`config.mk`:
```
export PLATFORM = sky130hd
export DESIGN_NAME = lnbgk_moments
export DESIGN_NICKNAME = d
export VERILOG_FILES = /design/src/hw/rtl/lnbgk_pkg.sv /design/src/hw/rtl/lnbgk_moments.sv
export SDC_FILE = /design/constraint.sdc
export NUM_CORES = 1
export LEC_CHECK = 0
export BUFFER_PORTS_ARGS = -buffer_cell sky130_fd_sc_hd__buf_2
export CORE_UTILIZATION = 30
export DETAILED_ROUTE_END_ITERATION = 10
export SETUP_SLACK_MARGIN = 0.02
export SYNTH_ARGS = -nofsm -noshare
export SYNTH_HDL_FRONTEND = slang
export SYNTH_SLANG_ARGS = --single-unit
```
`constraint.sdc`:
```
create_clock -name clk_i -period 6.5 [get_ports clk_i]
set_input_delay 0.65 -clock clk_i [delete_from_list [all_inputs] [get_ports clk_i]]
set_output_delay 0.65 -clock clk_i [all_outputs]
set_load 0.02 [all_outputs]
```
`src/hw/rtl/lnbgk_pkg.sv`:
```
// shared types, widths and helpers for the d2q9 bgk collision node
// depends on nothing; every other rtl file imports it
package lnbgk_pkg;

  localparam int FW         = 20;  // distribution value width, q4.16
  localparam int VW         = 17;  // velocity width, q1.16
  localparam int OW         = 18;  // relaxation rate width, q2.16
  localparam int NDIR       = 9;
  localparam int DW         = 20;  // divider denominator (|rho|)
  localparam int RW         = 22;  // divider partial remainder
  localparam int MW         = 24;  // momentum width
  localparam int MOM_STAGES = 2;
  localparam int DIV_STAGES = VW;
  localparam int COL_STAGES = 9;
  localparam int LAT        = MOM_STAGES + DIV_STAGES + COL_STAGES;

  localparam int DIR_REST = 0;
  localparam int DIR_E    = 1;
  localparam int DIR_N    = 2;
  localparam int DIR_W    = 3;
  localparam int DIR_S    = 4;
  localparam int DIR_NE   = 5;
  localparam int DIR_NW   = 6;
  localparam int DIR_SW   = 7;
  localparam int DIR_SE   = 8;

  localparam logic [VW-1:0] VEL_MAX     = '1;
  localparam logic [OW-1:0] OMEGA_RESET = OW'(65536);
  // ceil(2^33 / 9), exact floor(a/9) for a below 2^33
  localparam logic [29:0]   RECIP9      = 30'd954437177;

  typedef logic signed [FW-1:0] fval_t;
  typedef fval_t [NDIR-1:0] fvec_t;

  typedef struct packed {
    logic zero;  // quotient forced to zero
    logic ovf;   // quotient saturates
  } divflag_t;

  typedef struct packed {
    fvec_t           f;
    fval_t           rho;
    logic [VW-1:0]   ux;
    logic [VW-1:0]   uy;
  } side_t;

  function automatic fval_t sat20(input logic signed [47:0] v);
    fval_t r;
    if (v > 48'sd524287) begin
      r = 20'sh7FFFF;
    end else if (v < -48'sd524288) begin
      r = 20'sh80000;
    end else begin
      r = v[FW-1:0];
    end
    return r;
  endfunction

  // e_i . u for one direction
  function automatic logic signed [18:0] eu_of(input int i, input logic [VW-1:0] ux,
                                               input logic [VW-1:0] uy);
    logic signed [18:0] sx;
    logic signed [18:0] sy;
    logic signed [18:0] r;
    sx = $signed({2'b00, ux});
    sy = $signed({2'b00, uy});
    case (i)
      DIR_E:   r = sx;
      DIR_N:   r = sy;
      DIR_W:   r = -sx;
      DIR_S:   r = -sy;
      DIR_NE:  r = sx + sy;
      DIR_NW:  r = sy - sx;
      DIR_SW:  r = -sx - sy;
      DIR_SE:  r = sx - sy;
      default: r = '0;
    endcase
    return r;
  endfunction

  // weight times 36 is 16, 4 or 1: a left shift
  function automatic logic [2:0] wshift(input int i);
    logic [2:0] r;
    case (i)
      DIR_REST:                    r = 3'd4;
      DIR_E, DIR_N, DIR_W, DIR_S:  r = 3'd2;
      default:                     r = 3'd0;
    endcase
    return r;
  endfunction

endpackage

```
`src/hw/rtl/lnbgk_moments.sv`:
```
// density and momentum sums, then divider operand preparation
// two register stages; depends on lnbgk_pkg
module lnbgk_moments (
  input  logic                clk_i,
  input  logic                en_i,
  input  lnbgk_pkg::fvec_t    f_i,
  output lnbgk_pkg::fvec_t    f_o,
  output lnbgk_pkg::fval_t    rho_o,
  output logic [19:0]         den_o,
  output logic [21:0]         numx_o,
  output logic [21:0]         numy_o,
  output lnbgk_pkg::divflag_t flx_o,
  output lnbgk_pkg::divflag_t fly_o
);
  import lnbgk_pkg::*;

  fvec_t                 f_q;
  fval_t                 rho_q;
  logic signed [MW-1:0]  mx_q, my_q;
  logic signed [MW-1:0]  sum_d, mx_d, my_d;

  always_comb begin
    sum_d = '0;
    for (int i = 0; i < NDIR; i++) begin
      sum_d = sum_d + MW'($signed(f_i[i]));
    end
    mx_d = MW'($signed(f_i[DIR_E])) + MW'($signed(f_i[DIR_NE])) + MW'($signed(f_i[DIR_SE]))
         - MW'($signed(f_i[DIR_W])) - MW'($signed(f_i[DIR_NW])) - MW'($signed(f_i[DIR_SW]));
    my_d = MW'($signed(f_i[DIR_N])) + MW'($signed(f_i[DIR_NE])) + MW'($signed(f_i[DIR_NW]))
         - MW'($signed(f_i[DIR_S])) - MW'($signed(f_i[DIR_SW])) - MW'($signed(f_i[DIR_SE]));
  end

  always_ff @(posedge clk_i) begin
    if (en_i) begin
      f_q   <= f_i;
      rho_q <= sat20(48'(sum_d));
      mx_q  <= mx_d;
      my_q  <= my_d;
    end
  end

  logic [DW-1:0]  arho;
  logic [MW-1:0]  amx, amy;
  logic           rneg;
  divflag_t       flx_d, fly_d;

  always_comb begin
    rneg  = rho_q[FW-1];
    arho  = rneg ? DW'(-{rho_q[FW-1], rho_q}) : DW'(rho_q);
    amx   = mx_q[MW-1] ? MW'(-mx_q) : MW'(mx_q);
    amy   = my_q[MW-1] ? MW'(-my_q) : MW'(my_q);
    // negative quotient clamps to zero, so it counts as zero too
    flx_d.zero = (rho_q == '0) || (mx_q == '0) || (mx_q[MW-1] != rneg);
    fly_d.zero = (rho_q == '0) || (my_q == '0) || (my_q[MW-1] != rneg);
    // quotient reaches 2^17 exactly when |m| >= 2|rho|
    flx_d.ovf  = ({1'b0, amx} >= {4'b0, arho, 1'b0});
    fly_d.ovf  = ({1'b0, amy} >= {4'b0, arho, 1'b0});
  end

  always_ff @(posedge clk_i) begin
    if (en_i) begin
      f_o    <= f_q;
      rho_o  <= rho_q;
      den_o  <= arho;
      numx_o <= (flx_d.zero || flx_d.ovf) ? '0 : amx[RW-1:0];
      numy_o <= (fly_d.zero || fly_d.ovf) ? '0 : amy[RW-1:0];
      flx_o  <= flx_d;
      fly_o  <= fly_d;
    end
  end

endmodule

```
# --- Word-level counts from Yosys, hierarchy flattened ---
# Cells that the tools add are included.
# Widths: inputs -> output; s select.
totals:
  out_inout_bits: 268
  inputBits: 182
  reg_bits: 516
classes:
  addsub: 21
  n_lt_le_gt_ge: 4
  n_mux: 4
  reduce_logical: 9
  n_eq_ne: 2
op_table:
  columns: ["cell", "n"]
  rows:
  - ["$add 24x20->24", 4]
  - ["$add 21x20->22", 3]
  - ["$add 20x20->21", 3]
  - ["$ge 24x21->1", 2]
  - ["$logic_not 24->1", 2]
  - ["$mux 24", 2]
  - ["$neg 24->24", 2]
  - ["$sub 23x20->24", 2]
  - ["$sub 24x20->24", 2]
  - ["$sub 22x20->23", 2]
  - ["$mux 20", 2]
  - ["$add 23x20->24", 1]
  - ["$gt 24x20->1 const B", 1]
  - ["$lt 24x20->1 const B", 1]
  - ["$add 22x20->23", 1]
  - ["$logic_not 20->1", 1]
  - ["$neg 20->20", 1]
  - ["$logic_or 1x1->1", 6]
  - ["$ne 1x1->1", 2]

# --- Longest topological paths before layout ---
logic_depth:
  word_depth: 10
  ltp_mapped: 19

# --- Least setup slack after synthesis ---
# OpenSTA, ideal clock, no wires.
synth_path:
  path_type: "input to register"
  startpoint: "input port f_i[16] in the netlist's numbering"
  endpoint: "register rho_q[11] (data pin)"
  t_arrival_ns: 5.403
  path_slack_ns: 0.955
  cell_stages: 18
  cell_sequence: "inv_1 -> fa_1 -> inv_1 -> fa_1 -> fa_1 -> inv_1 -> fa_1 -> inv_1 -> ha_1 -> a21o_1 -> a31o_1 -> a221o_1 -> or3_1 -> o211ai_1 -> xor2_1 -> o41a_4 -> buf_6 -> o21ai_2"
synth_via:
  elab_chain_cells: 10
  word_cells_on_any_way: 11
  cone_classes: "add/sub: 8; order compare: 2; mux: 1"
synth_lines:
  columns: ["element", "line", "rtl"]
  rows:
  - ["from (decl)", "lnbgk_moments.sv:6", "input lnbgk_pkg::fvec_t f_i,"]
  - ["$add 20x20->21 (*)", "lnbgk_moments.sv:25", "sum_d = sum_d + MW'($signed(f_i[i]));"]
  - ["$add 21x20->22 (*)", "lnbgk_moments.sv:25", null]
  - ["$add 22x20->23 (*)", "lnbgk_moments.sv:25", null]
  - ["$add 23x20->24 (*)", "lnbgk_moments.sv:25", null]
  - ["$add 24x20->24 (*) (4 in series)", "lnbgk_moments.sv:25", null]
  - ["$lt 24x20->1", "lnbgk_pkg.sv:51", "end else if (v < -48'sd524288) begin"]
  - ["$mux 20", "lnbgk_pkg.sv:51", null]
  - ["to (signal assigned)", "lnbgk_moments.sv:36", "rho_q <= sat20(48'(sum_d));"]
  - ["to (decl)", "lnbgk_moments.sv:18", "fval_t rho_q;"]
# Mark *: on every way between the ends. The rest lies on a longest branch, timed or not.
# A chain may end at the register's enable or synchronous reset.

# --- Worst setup path after layout ---
layout_path:
  startpoint: "input port f_i[22] in the netlist's numbering"
  endpoint: "register rho_q[4] (data pin)"
# The elaborated chain is that of the path after synthesis.

==> results.md <==
- Run status: completed
- Violation count after the first detailed-route iteration: 1,149
- DR vias: 16,537
- Worst-case register-to-register setup slack: 1.73 ns
- Most frequently used flop master after synthesis: edfxtp_1
- Post-cts sizing count: 0
- Number of maximum-capacitance violations: 0
- Highest net fanout along the worst path: 19
- Static Leakage: ~15 nW
- Cell type contributing the most total cell area after synthesis: edfxtp_1
- Floorplan row count: 113
- Half-perimeter wire length after placement: 60,300 um
- Clock Skews: 0.0233 ns
- Dpl ws: 0.290 ns
- Biggest cell delay along the critical path: 0.57 ns
- Die area: 97,600 um^2
- Syn Area/Cell: 14.5 um^2
- Transition time at the pin with the least slew margin: 1.02 ns
- Hold Crit Start: f_i[6]
- Main area contributors after synthesis: edfxtp_1, fa_1, inv_1, ha_1, xnor2_1
- Final nets: 3,102
- Class of the tightest hold or removal check: input pin to flip-flop
- Crit Path Category: input pin to flip-flop
- DIE WIDTH: 312 um
- Area after detailed placement: 32,700 um^2
- Average wire per cell in the routed design: about 19 um
- Crit path max-delay family: adder cells
- Capture instance of the worst register-to-register path: numy_o[6]$_SDFFCE_PP0P_
- Summed area of non-filler cells in the final layout: 34,700 um^2
- Fill cells: 9,233
- TritonCTS buffer count: 57
- Worst hold slack across all endpoints: 0.209 ns
- Count of input and output buffers: ~450
- Buffers and inverters on the worst path: 5
- Placed Cells: 3,704
- Insertion delay to the later sink of the worst-skew pair: 0.64 ns
- Slew margin rel.: 0.320
- Number of global-route vias before repair: 17,671
- Setup repair bufs after CTS: 0
- Number of nets with antenna violations after detailed routing: 0
- Height of the die: 312 um
- Maximum number of pins on one net before global-route repair: 163
- Total area of sequential cells: 15,500 um^2
- Number of hold buffers added after CTS: 0
- TritonCTS clock tree: built
- Part of the cycle the worst path needs: 0.859
- Initial cell density of the core: 0.304
- Post-layout instance count excluding filler cells: 3,813
- Hold depth: 1
- Final hold violation count: 0
- Total area of multi-input combinational cells: 11,800 um^2
- Number of antenna violations at the first check in global routing: 5
- Remaining design rule violation count: 0
- Sink of the worst hold path: f_q[6]$_DFFE_PP_
- Synth Register Bits: just over 500
- CP Launch Type: input pin
- Gate count of the mapped netlist: 2,000
- Startpoint of the worst-slack reg-to-reg timing path: my_q[0]$_DFFE_PP_
- TritonCTS sink count: 515
- Data required time at the worst endpoint: just under 7 ns
- Final RePlAce weighted congestion: 0.844
- Count of final setup violators: 0
- Maximum buffer depth of the clock tree: 3
- Final Critical Period: approximately 5.6 ns
- Area share of the leading cell type in the synthesized netlist: 0.535
- Category of the worst setup path capture point: flip-flop
- First-pass GRT wire length: 110,000 um
- Final sum of negative setup slack: 0 ns
- Remaining Overflow, GRT: 0
- Post-synth design cell area: 28,900 um^2
- Share of synthesized area occupied by flip-flops and latches: 0.535
- Warnings, synthesis: 0
- Routed Wire Length: 73,500 um
- Maximum VDD drop: 0.571 mV
- Clock Root Buffer: clkbuf_16
- Placeable core area: 95,200 um^2
- CTS clk-pin slew, worst paths: 0.06 ns
- Per-cell via count in the routed design: 4.34
- Smallest setup slack after layout: 0.917 ns
- Data arrival time of the critical path: 5.94 ns
- Slowest cell on the critical path: a41o_2
- Number of flops mapped to enable cells by yosys: 515
- Power Density: 555 nW/um^2
- Global Route Usage Sum: 0.153
- Fmax: around 180 MHz
- Critical-path cell list: buf_2, inv_1, fa_1, inv_1, fa_1, fa_1, inv_1, fa_1, inv_1, ha_1, fa_1, a211oi_1, o21bai_1, and4_1, o21ai_0, o21ai_1, a311oi_2, a41o_2, o21ai_0
- CP dominant cell by count: fa_1
- Final core occ: 0.365
- Number of iterations in the first detailed-routing pass: 5
- Final-report max-slew violation count: 0
- Unrepaired setup endpoints after global routing: no
- Fraction of registers with async set or reset after synthesis: 0
- Num ports: 450
- Number of distinct library cell variants in the gate-level netlist after synthesis: 70
- Total design power: 19.2 mW
- Fraction of layout cells with a size suffix above 1: 0.225
- Area Overhead vs Synth: 20.1%
- Register-to-Register Path Depth: 16
- Maximum level of the CTS H-tree: 2
==> worst max path at each step <==
stage,from,end,slack (ns),cells past startpoint
after floorplan,f_i[16],rho_q[11]$_SDFFCE_PN1P_,0.95,18
after detailed placement,f_i[22],rho_q[6]$_SDFFCE_PN1P_,0.29,19
after CTS,f_i[22],rho_q[6]$_SDFFCE_PN1P_,0.98,19
after global placement,f_i[2],rho_q[4]$_SDFFCE_PN1P_,0.34,19
after global routing,f_i[22],rho_q[18]$_SDFFCE_PN1P_,0.60,19
final,f_i[22],rho_q[4]$_SDFFCE_PN1P_,0.92,19
==> routing by layer <==
layer	vias up	GRT usage	wire [um]
met1	8205	0.177	28600
met2	421	0.269	37100
met5	-	0	35
met3	91	0.0551	6240
met4	6	0.0342	1500
li1	7814	-	-
==> cell families (layout without fill, tap and decap cells) <==
kind of cell | Yosys count | after routing | synth area share
mux | 2 | 2 | 0.000693
other cells | 1 | 4 | 0.000130
xor+xnor | 108 | 108 | 0.0327
fa+ha+maj | 422 | 422 | 0.262
compound gates | 258 | 258 | 0.0629
flops | 515 | 515 | 0.535
buf+inv | 436 | 981 | 0.0573
simple gates | 258 | 258 | 0.0489
==> synthesized netlist by cell type (all sizes together), types with 4 or more instances <==
master / n
ha: 115
nor3: 23
a31oi: 7
buf: 5
fa: 307
or3: 11
and2: 5
a211oi: 11
o41ai: 9
nand2b: 15
nand2: 47
nand4: 11
nor2b: 26
xnor2: 90
a21o: 41
xor2: 18
or2: 5
o31ai: 20
clkbuf: 11
nor2: 41
and3: 12
a21boi: 6
nand3: 22
edfxtp: 515
or4: 7
a21oi: 43
o21a: 5
o21ai: 63
a221oi: 4
o211ai: 8
o21bai: 7
inv: 420
and4: 4
nor3b: 21
==> placed cells by master (no fill, tap or decap), types with 6 or more instances in the layout <==
cell       instances
a21oi_1           42
edfxtp_1         515
and3_1            12
inv_6              6
clkinv_1          15
o31ai_1           20
nor2_1            41
ha_1             115
clkbuf_16         57
o21ai_2           14
a211oi_1          10
a31oi_1            7
o41ai_1            9
a21o_1            41
nand2b_1          15
xnor2_1           90
nor2b_1           26
o21bai_1           7
bufinv_16         10
nand2_1           47
or4_1              7
xor2_1            18
o21ai_0           47
buf_2            448
a21boi_0           6
inv_1            420
o211ai_1           8
fa_1             307
nand3_1           21
or3_1             11
nor3_1            21
nand4_1           11
nor3b_1           21
==> final cells by class <==
type                    count  share of cell area
diodes                      2            0.000144
clock buffers              62              0.0416
clock inverters            45              0.0148
inverters                 420              0.0454
multi-input cells        1050               0.340
flip-flops and latches    515               0.446
well taps                1265              0.0456
repair buffers            454              0.0672
==> state kept, by name (all words and copies together) (netlist names) <==
name,cells
f_o,180
flx_o,2
mx_q,24
numy_o,22
fly_o,2
rho_q,20
den_o,19
numx_o,22
rho_o,20
my_q,24
f_q,180
==> power by group <==
group | switching, mW | total (mW) | internal, mW
Sequential | 0.405 | 5.19 | 4.78
Combinational | 6.47 | 10.7 | 4.20
Clock | 1.38 | 3.39 | 2.01
Note: power is estimated with default switching activity, not from simulation.
