===== src/hw/rtl/lnbgk_pkg.sv =====
// shared types, widths and helpers for the d2q9 bgk collision node
// depends on nothing; every other rtl file imports it
package lnbgk_pkg;

  localparam int FW         = 20;  // distribution value width, q4.16
  localparam int VW         = 17;  // velocity width, q1.16
  localparam int OW         = 18;  // relaxation rate width, q2.16
  localparam int NDIR       = 9;
  localparam int DW         = 20;  // divider denominator (|rho|)
  localparam int RW         = 22;  // divider partial remainder
  localparam int MW         = 24;  // momentum width
  localparam int MOM_STAGES = 2;
  localparam int DIV_STAGES = VW;
  localparam int COL_STAGES = 9;
  localparam int LAT        = MOM_STAGES + DIV_STAGES + COL_STAGES;

  localparam int DIR_REST = 0;
  localparam int DIR_E    = 1;
  localparam int DIR_N    = 2;
  localparam int DIR_W    = 3;
  localparam int DIR_S    = 4;
  localparam int DIR_NE   = 5;
  localparam int DIR_NW   = 6;
  localparam int DIR_SW   = 7;
  localparam int DIR_SE   = 8;

  localparam logic [VW-1:0] VEL_MAX     = '1;
  localparam logic [OW-1:0] OMEGA_RESET = OW'(65536);
  // ceil(2^33 / 9), exact floor(a/9) for a below 2^33
  localparam logic [29:0]   RECIP9      = 30'd954437177;

  typedef logic signed [FW-1:0] fval_t;
  typedef fval_t [NDIR-1:0] fvec_t;

  typedef struct packed {
    logic zero;  // quotient forced to zero
    logic ovf;   // quotient saturates
  } divflag_t;

  typedef struct packed {
    fvec_t           f;
    fval_t           rho;
    logic [VW-1:0]   ux;
    logic [VW-1:0]   uy;
  } side_t;

  function automatic fval_t sat20(input logic signed [47:0] v);
    fval_t r;
    if (v > 48'sd524287) begin
      r = 20'sh7FFFF;
    end else if (v < -48'sd524288) begin
      r = 20'sh80000;
    end else begin
      r = v[FW-1:0];
    end
    return r;
  endfunction

  // e_i . u for one direction
  function automatic logic signed [18:0] eu_of(input int i, input logic [VW-1:0] ux,
                                               input logic [VW-1:0] uy);
    logic signed [18:0] sx;
    logic signed [18:0] sy;
    logic signed [18:0] r;
    sx = $signed({2'b00, ux});
    sy = $signed({2'b00, uy});
    case (i)
      DIR_E:   r = sx;
      DIR_N:   r = sy;
      DIR_W:   r = -sx;
      DIR_S:   r = -sy;
      DIR_NE:  r = sx + sy;
      DIR_NW:  r = sy - sx;
      DIR_SW:  r = -sx - sy;
      DIR_SE:  r = sx - sy;
      default: r = '0;
    endcase
    return r;
  endfunction

  // weight times 36 is 16, 4 or 1: a left shift
  function automatic logic [2:0] wshift(input int i);
    logic [2:0] r;
    case (i)
      DIR_REST:                    r = 3'd4;
      DIR_E, DIR_N, DIR_W, DIR_S:  r = 3'd2;
      default:                     r = 3'd0;
    endcase
    return r;
  endfunction

endpackage


===== src/hw/rtl/lnbgk_div.sv =====
// pipelined restoring divider, one quotient bit per stage, clamped velocity out
// depends on lnbgk_pkg
module lnbgk_div (
  input  logic                clk_i,
  input  logic                en_i,
  input  logic [19:0]         den_i,
  input  logic [21:0]         num_i,
  input  lnbgk_pkg::divflag_t fl_i,
  output logic [16:0]         u_o
);
  import lnbgk_pkg::*;

  logic [RW-1:0] rem_q [DIV_STAGES];
  logic [VW-1:0] quo_q [DIV_STAGES];
  logic [DW-1:0] den_q [DIV_STAGES];
  divflag_t      fl_q  [DIV_STAGES];

  for (genvar s = 0; s < DIV_STAGES; s++) begin : g_stage
    logic [RW-1:0] rin, rout;
    logic [DW-1:0] din;
    logic [VW-1:0] qin;
    divflag_t      fin;
    logic          qbit;

    if (s == 0) begin : g_first
      assign rin = num_i;
      assign din = den_i;
      assign qin = '0;
      assign fin = fl_i;
    end else begin : g_next
      assign rin = {rem_q[s-1][RW-2:0], 1'b0};
      assign din = den_q[s-1];
      assign qin = quo_q[s-1];
      assign fin = fl_q[s-1];
    end

    assign qbit = (rin >= RW'(din));
    assign rout = qbit ? rin - RW'(din) : rin;

    always_ff @(posedge clk_i) begin
      if (en_i) begin
        rem_q[s] <= rout;
        quo_q[s] <= {qin[VW-2:0], qbit};
        den_q[s] <= din;
        fl_q[s]  <= fin;
      end
    end
  end

  assign u_o = fl_q[DIV_STAGES-1].zero ? '0 :
               fl_q[DIV_STAGES-1].ovf  ? VEL_MAX : quo_q[DIV_STAGES-1];

endmodule


===== config.mk =====
export PLATFORM = sky130hd
export DESIGN_NAME = lnbgk_div
export DESIGN_NICKNAME = d
export VERILOG_FILES = /design/src/hw/rtl/lnbgk_pkg.sv /design/src/hw/rtl/lnbgk_div.sv
export SDC_FILE = /design/constraint.sdc
export NUM_CORES = 1
export LEC_CHECK = 0
export ABC_AREA = 1
export BUFFER_PORTS_ARGS = -buffer_cell sky130_fd_sc_hd__buf_2
export CORE_MARGIN = 2
export CORE_UTILIZATION = 45
export CTS_BUF_LIST = sky130_fd_sc_hd__clkbuf_8
export CTS_CLUSTER_DIAMETER = 40
export DETAILED_ROUTE_END_ITERATION = 8
export PLACE_DENSITY_LB_ADDON = 0.05
export SYNTH_ARGS = -nofsm -noshare
export SYNTH_HDL_FRONTEND = slang
export SYNTH_SLANG_ARGS = --single-unit

===== constraint.sdc =====
create_clock -name clk_i -period 7.7 [get_ports clk_i]
set_input_delay 2.31 -clock clk_i [delete_from_list [all_inputs] [get_ports clk_i]]
set_output_delay 2.31 -clock clk_i [all_outputs]
set_load 0.05 [all_outputs]

# ---- After elaboration in Yosys (flattened, before gate mapping)
# Memory sizes are Yosys's and may differ from the RTL's.
# Cells that the tools add are included.
dict set report classes {
  addsub 17
  n_mux 21
  n_lt_le_gt_ge 17
}
# op n
set ops {}
lappend ops {{$ge 22x20->1} 17}
lappend ops {{$mux 22} 17}
lappend ops {{$sub 22x20->22} 17}
lappend ops {{$mux 17} 2}
lappend ops {{$mux 1} 2}
dict set report word_totals {
  wordCells 59
  input_bits 46
  output_inout_bits 17
  ram_bits 1037
  ff_bits 0
  mem_count 4
}
# name depth word_bits rd rd_ports_with_merged_regs write_ports line
set mem_list {}
lappend mem_list {rem_q 17 22 16 0 17 lnbgk_div.sv:13} ;# logic [RW-1:0] rem_q [DIV_STAGES];
lappend mem_list {den_q 17 20 16 0 17 lnbgk_div.sv:15} ;# logic [DW-1:0] den_q [DIV_STAGES];
lappend mem_list {quo_q 17 17 17 0 17 lnbgk_div.sv:14} ;# logic [VW-1:0] quo_q [DIV_STAGES];
lappend mem_list {fl_q 17 2 17 0 17 lnbgk_div.sv:16} ;# divflag_t fl_q [DIV_STAGES];

# ---- Logic depth before layout (Yosys ltp)
# Gate-level depths: netlist of run 1.
# An unclocked memory read counts as a cell.
dict set report logic_depth {
  word_depth 3
  ltp_mapped 16
  depth_no_buf 15
}

# ---- Worst setup path after synthesis of run 1
# Ideal clock, no wire load.
dict set report synth_timing {
  path_type {input port to flip-flop}
  from {input port num_i[0]}
  to {memory rem_q[0][19], data pin}
  path_buffers 1
  arrival_ns 3.762
  t_required_ns 7.447
  slack_ns 3.685
  cell_stages 15
  setup_time_ns 0.253
  cell_sequence {inv_1 > ha_1 > inv_1 > fa_1 > nand2_1 > nand2_1 > nand3_2 > nand2_2 > nand2_1 > nand2_1 > nand2_1 > nand2_2 > buf_4 > nand3_1 > nand2_1}
}
# element line
set synth_lines {}
lappend synth_lines {{from (decl)} lnbgk_div.sv:7} ;# input logic [21:0] num_i,
lappend synth_lines {{to (decl)} lnbgk_div.sv:13}

==> results.py, run 1 <==
metrics = {
    "outcome": {
        "status": "complete, no violations",
    },
    "clock_network": {
        "cts.hold.buffers_added": 0,
        "root_buffer": "clkbuf_8",
        "cts.sinks": 843,
        "cts_setup_buffers": 0,
        "clk_latency_ns": 0.89,
        "postCtsResizedCells": 0,
        "cts_made_buffers": 161,
        "cts.htree.levels": 4,
        "clk_path_buf_depth": 3,
        "cts_tree": "built",
        "path_clk_slew_ns": 0.06,
    },
    "timing": {
        "period_needed_ns": 4.714,
        "tightest_slew_ns": 0.9088,
        "fmaxAchievable_ghz": 0.2121,
        "whs_ns": 0.3936,
        "slew-limit-headroom_pct": 39.41,
        "final.period_utilization_pct": 61.22,
        "setup_tns_ns": 0,
        "finalSetupViolCount": 0,
        "drv_slew": 0,
        "worst_clock_skew_ns": 0.03808,
        "hold_violations": 0,
        "rsz0062_at_grt": "no",
    },
    "routing": {
        "route.detailed.drc": 0,
        "wl_per_cell_um": 18.31,
        "vias_per_cell": 4.912,
        "drt-pass1-iter-count": 7,
        "num_vias": 42040,
        "drt_iter0_markers": 3228,
        "drt.antenna.violating_nets": 0,
        "routed_wl_um": 156700,
    },
    "finish": {
        "mostFrequentLayoutCell": "nand2_1",
        "nets": 7234,
        "fin_cells": 8559,
        "multi_input_area_um2": 23250,
        "post-route-cell-area_um2": 58790,
        "layout_common_cells": "nand2_1, inv_1, edfxtp_1",
        "area_growth_pct": 9.163,
        "layout-drive-gt1-share_pct": 7.766,
        "nFillCells": 11660,
        "regArea_um2": 25310,
    },
    "floorplan": {
        "num_rows": 126,
        "io_pins": 63,
        "die-area_um2": 122500,
        "coreArea_um2": 118400,
        "initial_core_util_pct": 45.49,
        "die_h_um": 349.9,
        "die_w_um": 349.9,
    },
    "placed_design": {
        "dp_hpwl_um": 123700,
        "gp_congestion": 0.9191,
        "portBuffers": 62,
        "placed_cell_area_um2": 55660,
        "dp_cells": 8270,
    },
    "min_path": {
        "min_from": "fl_q[11][0]$_DFFE_PP_",
        "hold-path-endpoint": "fl_q[12][0]$_DFFE_PP_",
        "whs_path_depth": 0,
        "hold_class": "flip-flop to flip-flop",
    },
    "pwr": {
        "total_power_mw": 22.49,
        "power_leakage_nw": 29.25,
        "ir_drop_uv": 201.8,
        "pwr_density_cell_nw_per_um2": 382.6,
    },
    "yosys": {
        "synth_largest_area_cell": "edfxtp_1",
        "yosys_warnings": 0,
        "ys_seq_elements": 843,
        "syn-cell-area_um2": 53850,
        "synth.yosys.seq_area_share_pct": 47.01,
        "netlist_instances": 6661,
        "synth.net_count": 7062,
        "yosysTopAreaCellShare_pct": 47.01,
        "yosysUniqueCellTypes": 35,
        "synth.area.top_cells": "edfxtp_1, nand2_1, inv_1, ha_1, nand3_1",
        "avgSynthCellArea_um2": 8.085,
    },
    "setup_path": {
        "reg2reg_slack_ns": 4.59,
        "crit_top_cell": "nor2_1",
        "required_ns": 5.39,
        "crit_family": "flip-flops",
        "r2r-start": "den_q[0][16]$_DFFE_PP_",
        "crit_path_max_fanout": 12,
        "cpMaxStageDelayCell": "edfxtp_1",
        "worstReg2RegEnd": "rem_q[0][24]$_DFFE_PP_",
        "cp_num_buf_inv": 2,
        "critPathKind": "flip-flop to output pin",
        "worstRegToRegCells": 11,
        "slowest_delay_ns": 0.67,
        "worstPathArrival_ns": 2.40,
        "path_cells": "buf_4, nor2_1, nor2_1, buf_2",
        "end_kind": "output pin",
        "startpoint_type": "flip-flop",
    },
    "global_route": {
        "overflow": 0,
        "antenna_found_initial": 8,
        "grt_pass1_vias": 40400,
        "grt_max_degree": 165,
        "grt_pass1_wl_um": 237200,
        "grtUsageTotal_pct": 25.64,
    },
    "run": {
        "drv_cap": 0,
    },
}
cell families (layout without fill, tap and decap cells):
kind of cell / count (synthesis) / in the layout / share of synthesized area, %
other: 0 / 6 / 0
buffers and inverters: 1292 / 1584 / 9.821
AO/OA/AOI/OAI: 289 / 289 / 3.125
flip-flops: 843 / 843 / 47.01
adder cells (fa/ha/maj): 355 / 355 / 8.471
AND/OR/NAND/NOR: 3739 / 3739 / 29.25
XOR/XNOR: 143 / 143 / 2.326
per-stage QoR:
stage                     setup slack, ns  util (%)
final                               2.986     49.65
after detailed placement            2.647     47.01
after CTS                           2.812     49.64
after global routing                2.804     49.65
after global placement              2.644     47.01
after floorplan                     3.685         -
area by class of cell:
cell class	count	share of cell area (%)
flip-flops and latches	843	43.06
clock inverters	122	1.532
repair buffers	77	0.8428
inverters	1224	7.815
well taps	1600	3.405
diodes	6	0.02554
clock buffers	161	3.769
multi-input cells	4526	39.55
state kept, by name (all words and copies together) (netlist names):
signal and count:
den_q 320, quo_q 153, fl_q 34, rem_q 336
synthesized netlist by cell type:
master,count
nand3_2,16
o221ai_1,1
a21oi_1,200
xor2_1,128
a21oi_2,34
clkbuf_1,4
nor3_2,16
nor2_1,345
or2_2,15
nand2_1,2612
a21oi_4,2
inv_1,1186
nor2b_1,16
inv_2,38
nand3_1,378
nor2_2,38
nor3b_1,15
buf_6,53
or2_1,3
o21ai_0,4
o21ai_1,15
nand2_2,73
nand4_1,34
ha_1,339
nor3_1,57
buf_4,11
o211ai_1,1
edfxtp_1,843
fa_1,16
nand2_4,10
nand3b_1,93
xnor2_1,15
and2_1,2
o21bai_1,32
and3_1,16
worst reg2reg max path, cell delays in order, from the launching register on:
cell	delay (ns)
edfxtp_1	0.54
inv_1	0.11
ha_1	0.40
nand2_1	0.12
inv_1	0.09
nand2_1	0.12
nor3b_1	0.22
a21oi_1	0.11
nand2_2	0.46
inv_2	0.35
nand2_1	0.15
nand2_1	0.15
metal layers:
metal	global-route usage, %	vias to the layer above	wire length [um]
met5	0	-	20
met4	7.081	2	3815
met3	3.450	212	6578
met2	43.66	848	75270
met1	34.17	19550	71000
li1	-	21430	-
report_power, final:
group | switching [mW] | leakage [nW] | internal (mW)
clock | 2.04 | 1.64 | 2.23
sequential | 0.859 | 8.22 | 6.68
combinational | 7.19 | 19.4 | 3.48
total | 10.1 | 29.2 | 12.4
worst max path at each step:
stage,start,to,cells after the start
floorplan,num_i[0],rem_q[0][19]$_DFFE_PP_,15
global placement,num_i[0],rem_q[0][16]$_DFFE_PP_,16
detailed placement,num_i[0],rem_q[0][17]$_DFFE_PP_,16
CTS,fl_q[16][0]$_DFFE_PP_,u_o[9],4
global route,fl_q[16][0]$_DFFE_PP_,u_o[9],4
finish,fl_q[16][0]$_DFFE_PP_,u_o[9],4
No activity file was read; power rests on OpenSTA's default activity.
==> run 2, diff against run 1 <==
--- a/config.mk
+++ b/config.mk
@@ -5,7 +5,7 @@
 export SDC_FILE = /design/constraint.sdc
 export NUM_CORES = 1
 export LEC_CHECK = 0
-export ABC_AREA = 1
+export ABC_AREA = 0
 export BUFFER_PORTS_ARGS = -buffer_cell sky130_fd_sc_hd__buf_2
 export CORE_MARGIN = 2
 export CORE_UTILIZATION = 45
==> constraint.sdc (replaced) <==
create_clock -name clk_i -period 4.8 [get_ports clk_i]
set_input_delay 1.44 -clock clk_i [delete_from_list [all_inputs] [get_ports clk_i]]
set_output_delay 1.44 -clock clk_i [all_outputs]
set_load 0.05 [all_outputs]
==> run 2 against run 1 <==
Against the previous run: clock skew is 0.0073 ns lower; register-to-register slack lost 3.8 ns; via count shrank 28%; wire length down 36%; combinational power increased by 32%; cell count down 33%; die area down 14%; synthesized cell count fell by 39%; final area fell by 12%; critical path type is now flip-flop to flip-flop; largest power group unchanged.
==> results.py, run 2 <==
metrics = {
    "outcome": {
        "status": "complete, no violations",
    },
    "clock_network": {
        "cts_made_buffers": 169,
        "path_clk_slew_ns": 0.06,
        "root_buffer": "clkbuf_8",
        "cts.sinks": 843,
        "cts.hold.buffers_added": 0,
        "cts.htree.levels": 4,
        "clk_path_buf_depth": 3,
        "cts_tree": "built",
        "postCtsResizedCells": 0,
        "clk_latency_ns": 0.84,
        "cts_setup_buffers": 0,
    },
    "setup_path": {
        "critPathKind": "flip-flop to flip-flop",
        "worstRegToRegCells": 10,
        "startpoint_type": "flip-flop",
        "r2r-start": "den_q[0][200]$_DFFE_PP_",
        "worstReg2RegEnd": "rem_q[0][244]$_DFFE_PP_",
        "end_kind": "flip-flop",
        "cp-startpoint": "den_q[0][200]$_DFFE_PP_",
        "required_ns": 5.37,
        "crit_path_max_fanout": 21,
        "reg2reg_slack_ns": 0.83,
        "worstPathArrival_ns": 4.54,
        "endpoint": "rem_q[0][244]$_DFFE_PP_",
    },
    "run": {
        "drv_cap": 0,
    },
    "routing": {
        "drt.antenna.violating_nets": 0,
        "num_vias": 30200,
        "drt_iter0_markers": 1737,
        "route.detailed.drc": 0,
        "routed_wl_um": 100400,
        "drt-pass1-iter-count": 5,
        "vias_per_cell": 5.268,
        "wl_per_cell_um": 17.52,
    },
    "timing": {
        "drv_slew": 0,
        "hold_violations": 0,
        "slew-limit-headroom_pct": 40.29,
        "finalSetupViolCount": 0,
        "tightest_slew_ns": 0.8935,
        "fmaxAchievable_ghz": 0.2520,
        "worst_clock_skew_ns": 0.03074,
        "final.period_utilization_pct": 82.69,
        "period_needed_ns": 3.969,
        "worst_slack_ns": 0.8310,
        "rsz0062_at_grt": "no",
        "setup_tns_ns": 0,
    },
    "placed_design": {
        "portBuffers": 62,
        "dp_hpwl_um": 74050,
        "gp_congestion": 0.9102,
        "pre_cts_ws_ns": 0.4143,
    },
    "yosys": {
        "yosys_warnings": 0,
        "yosysMostFrequentCell": "edfxtp_1",
        "yosys-top-cells-count": "edfxtp_1, inv_1, ha_1",
        "yosysUniqueCellTypes": 88,
        "ys.flop_type": "edfxtp_1",
        "netlist_instances": 4055,
        "yosysTopAreaCellShare_pct": 54.62,
        "synth.yosys.seq_area_share_pct": 54.62,
        "syn-cell-area_um2": 46340,
        "async_flop_share_pct": 0,
        "ys_seq_elements": 843,
        "synth-edff-count": 843,
        "synth.area.top_cells": "edfxtp_1, ha_1, inv_1, a21oi_1, xnor2_1",
        "synth.net_count": 4456,
        "synth_largest_area_cell": "edfxtp_1",
        "avgSynthCellArea_um2": 11.43,
    },
    "pwr": {
        "switching_share_pct": 36.50,
        "power_leakage_nw": 21.23,
        "clkPwrFrac_pct": 22.2,
        "pwr-share-comb_pct": 42.2,
        "ir_drop_uv": 353.4,
        "power_frac_seq_pct": 35.6,
        "p_sw_mw": 12.19,
        "pwr_density_cell_nw_per_um2": 644.6,
        "p_int_mw": 21.20,
    },
    "floorplan": {
        "die-area_um2": 105600,
        "initial_core_util_pct": 45.48,
        "die_w_um": 324.9,
        "num_rows": 117,
        "coreArea_um2": 101900,
        "die_h_um": 324.9,
        "io_pins": 63,
    },
    "min_path": {
        "hold_class": "flip-flop to flip-flop",
    },
    "finish": {
        "regArea_um2": 25310,
        "largestRegisters": "rem_q: 336 flops, den_q: 320 flops, quo_q: 153 flops",
        "nets": 4632,
        "mostFrequentLayoutCell": "edfxtp_1",
        "largest_reg_flops": 336,
        "multi_input_area_um2": 19050,
        "layout_common_cells": "edfxtp_1, inv_1, ha_1",
        "area_growth_pct": 11.78,
        "top_register": "rem_q",
        "nFillCells": 9212,
        "layout-drive-gt1-share_pct": 10.73,
    },
    "global_route": {
        "grt_max_degree": 115,
        "overflow": 0,
        "grt_pass1_vias": 29810,
        "antenna_found_initial": 1,
        "grtUsageTotal_pct": 19.16,
        "grt_pass1_wl_um": 161000,
    },
}
## run 2: changes by cell type after synthesis, sizes merged, moves of 48 or more
| cell | change |
|---|---|
| nand2 | -2428 |
| o21a | +48 |
| a21oi | +76 |
| inv | -800 |
| clkbuf | +66 |
| nand3 | -335 |
| nor2 | -95 |
| mux2 | +85 |
| nand3b | -87 |
| nand2b | +51 |
| o21ai | +264 |
| xnor2 | +141 |
| a21o | +149 |
## run 2: worst min-delay path by stage
stage	startpoint	endpoint	slack, ns	cells after the start
2_1_floorplan	fl_q[9][0]$_DFFE_PP_	fl_q[10][0]$_DFFE_PP_	0.40	0
3_3_place_gp	quo_q[0][247]$_DFFE_PP_	quo_q[0][265]$_DFFE_PP_	0.40	0
3_5_place_dp	fl_q[3][1]$_DFFE_PP_	fl_q[4][1]$_DFFE_PP_	0.40	0
4_1_cts	quo_q[0][188]$_DFFE_PP_	quo_q[0][206]$_DFFE_PP_	0.42	0
5_1_grt	quo_q[0][249]$_DFFE_PP_	quo_q[0][267]$_DFFE_PP_	0.42	0
6_report	quo_q[0][189]$_DFFE_PP_	quo_q[0][207]$_DFFE_PP_	0.41	0
## run 2: routing by layer
metal | GRT usage (%) | up-vias | part of all wire (%)
met5 | 0 | - | 0
met4 | 6.703 | 0 | 2.7
met3 | 3.592 | 165 | 4.3
met2 | 31.82 | 570 | 48
met1 | 25.13 | 14280 | 45
li1 | - | 15180 | -
## run 2: layout make-up
cell class | instances | area share (%)
antenna | 1 | 0.004831
clock buffer | 169 | 4.490
clock inverter | 134 | 2.126
inverter | 424 | 3.072
multi-input combinational | 2693 | 36.77
sequential | 843 | 48.87
tap | 1368 | 3.304
timing repair buffer | 100 | 1.362
## run 2: cell families (layout without fill, tap and decap cells)
kind of cell             after synthesis  count (layout)  share of synthesized area, %
AND/OR/NAND/NOR                      935             935                         9.493
AO/OA/AOI/OAI                       1047            1047                         14.37
buffers and inverters                519             827                         4.328
adder cells (fa/ha/maj)              355             355                         9.844
multiplexers                          93              93                         2.368
other                                  0               1                             0
XOR/XNOR                             263             263                         4.970
flip-flops                           843             843                         54.62
## run 2: power groups by stage
| stage | clock (mW) | combinational (mW) | sequential, mW |
|---|---|---|---|
| after floorplan | 0 | 11.0 | 11.5 |
| after global placement | 0 | 14.0 | 12.1 |
| after detailed placement | 0 | 14.0 | 12.0 |
| after CTS | 7.67 | 14.1 | 11.9 |
| after global routing | 8.03 | 15.8 | 12.1 |
| final | 7.42 | 14.1 | 11.9 |
## run 2: worst max-delay path, cell delays in order (launching register included)
cell and delay (ns):
edfxtp_1 0.46, fa_1 0.47, nand2b_1 0.21, a211oi_1 0.44
o41ai_1 0.20, a21oi_1 0.33, a41oi_2 0.23, o211ai_1 0.20
nand2_1 0.09, nand2_1 0.66, mux2_2 0.41
## run 2: per-stage QoR
step / instances / hold slack, ns / utilization [%] / area, um2 / power [mW]
final: 5732 / 0.4082 / 50.84 / 51800 / 33.39
after global routing: 5732 / 0.4164 / 50.84 / 51800 / 35.95
after CTS: 5731 / 0.4151 / 50.84 / 51800 / 33.70
after detailed placement: 5428 / 0.4045 / 47.48 / 48370 / 26.02
after global placement: 5428 / 0.4006 / 47.48 / 48370 / 26.02
after floorplan: 4055 / 0.4003 / - / 46340 / 22.54
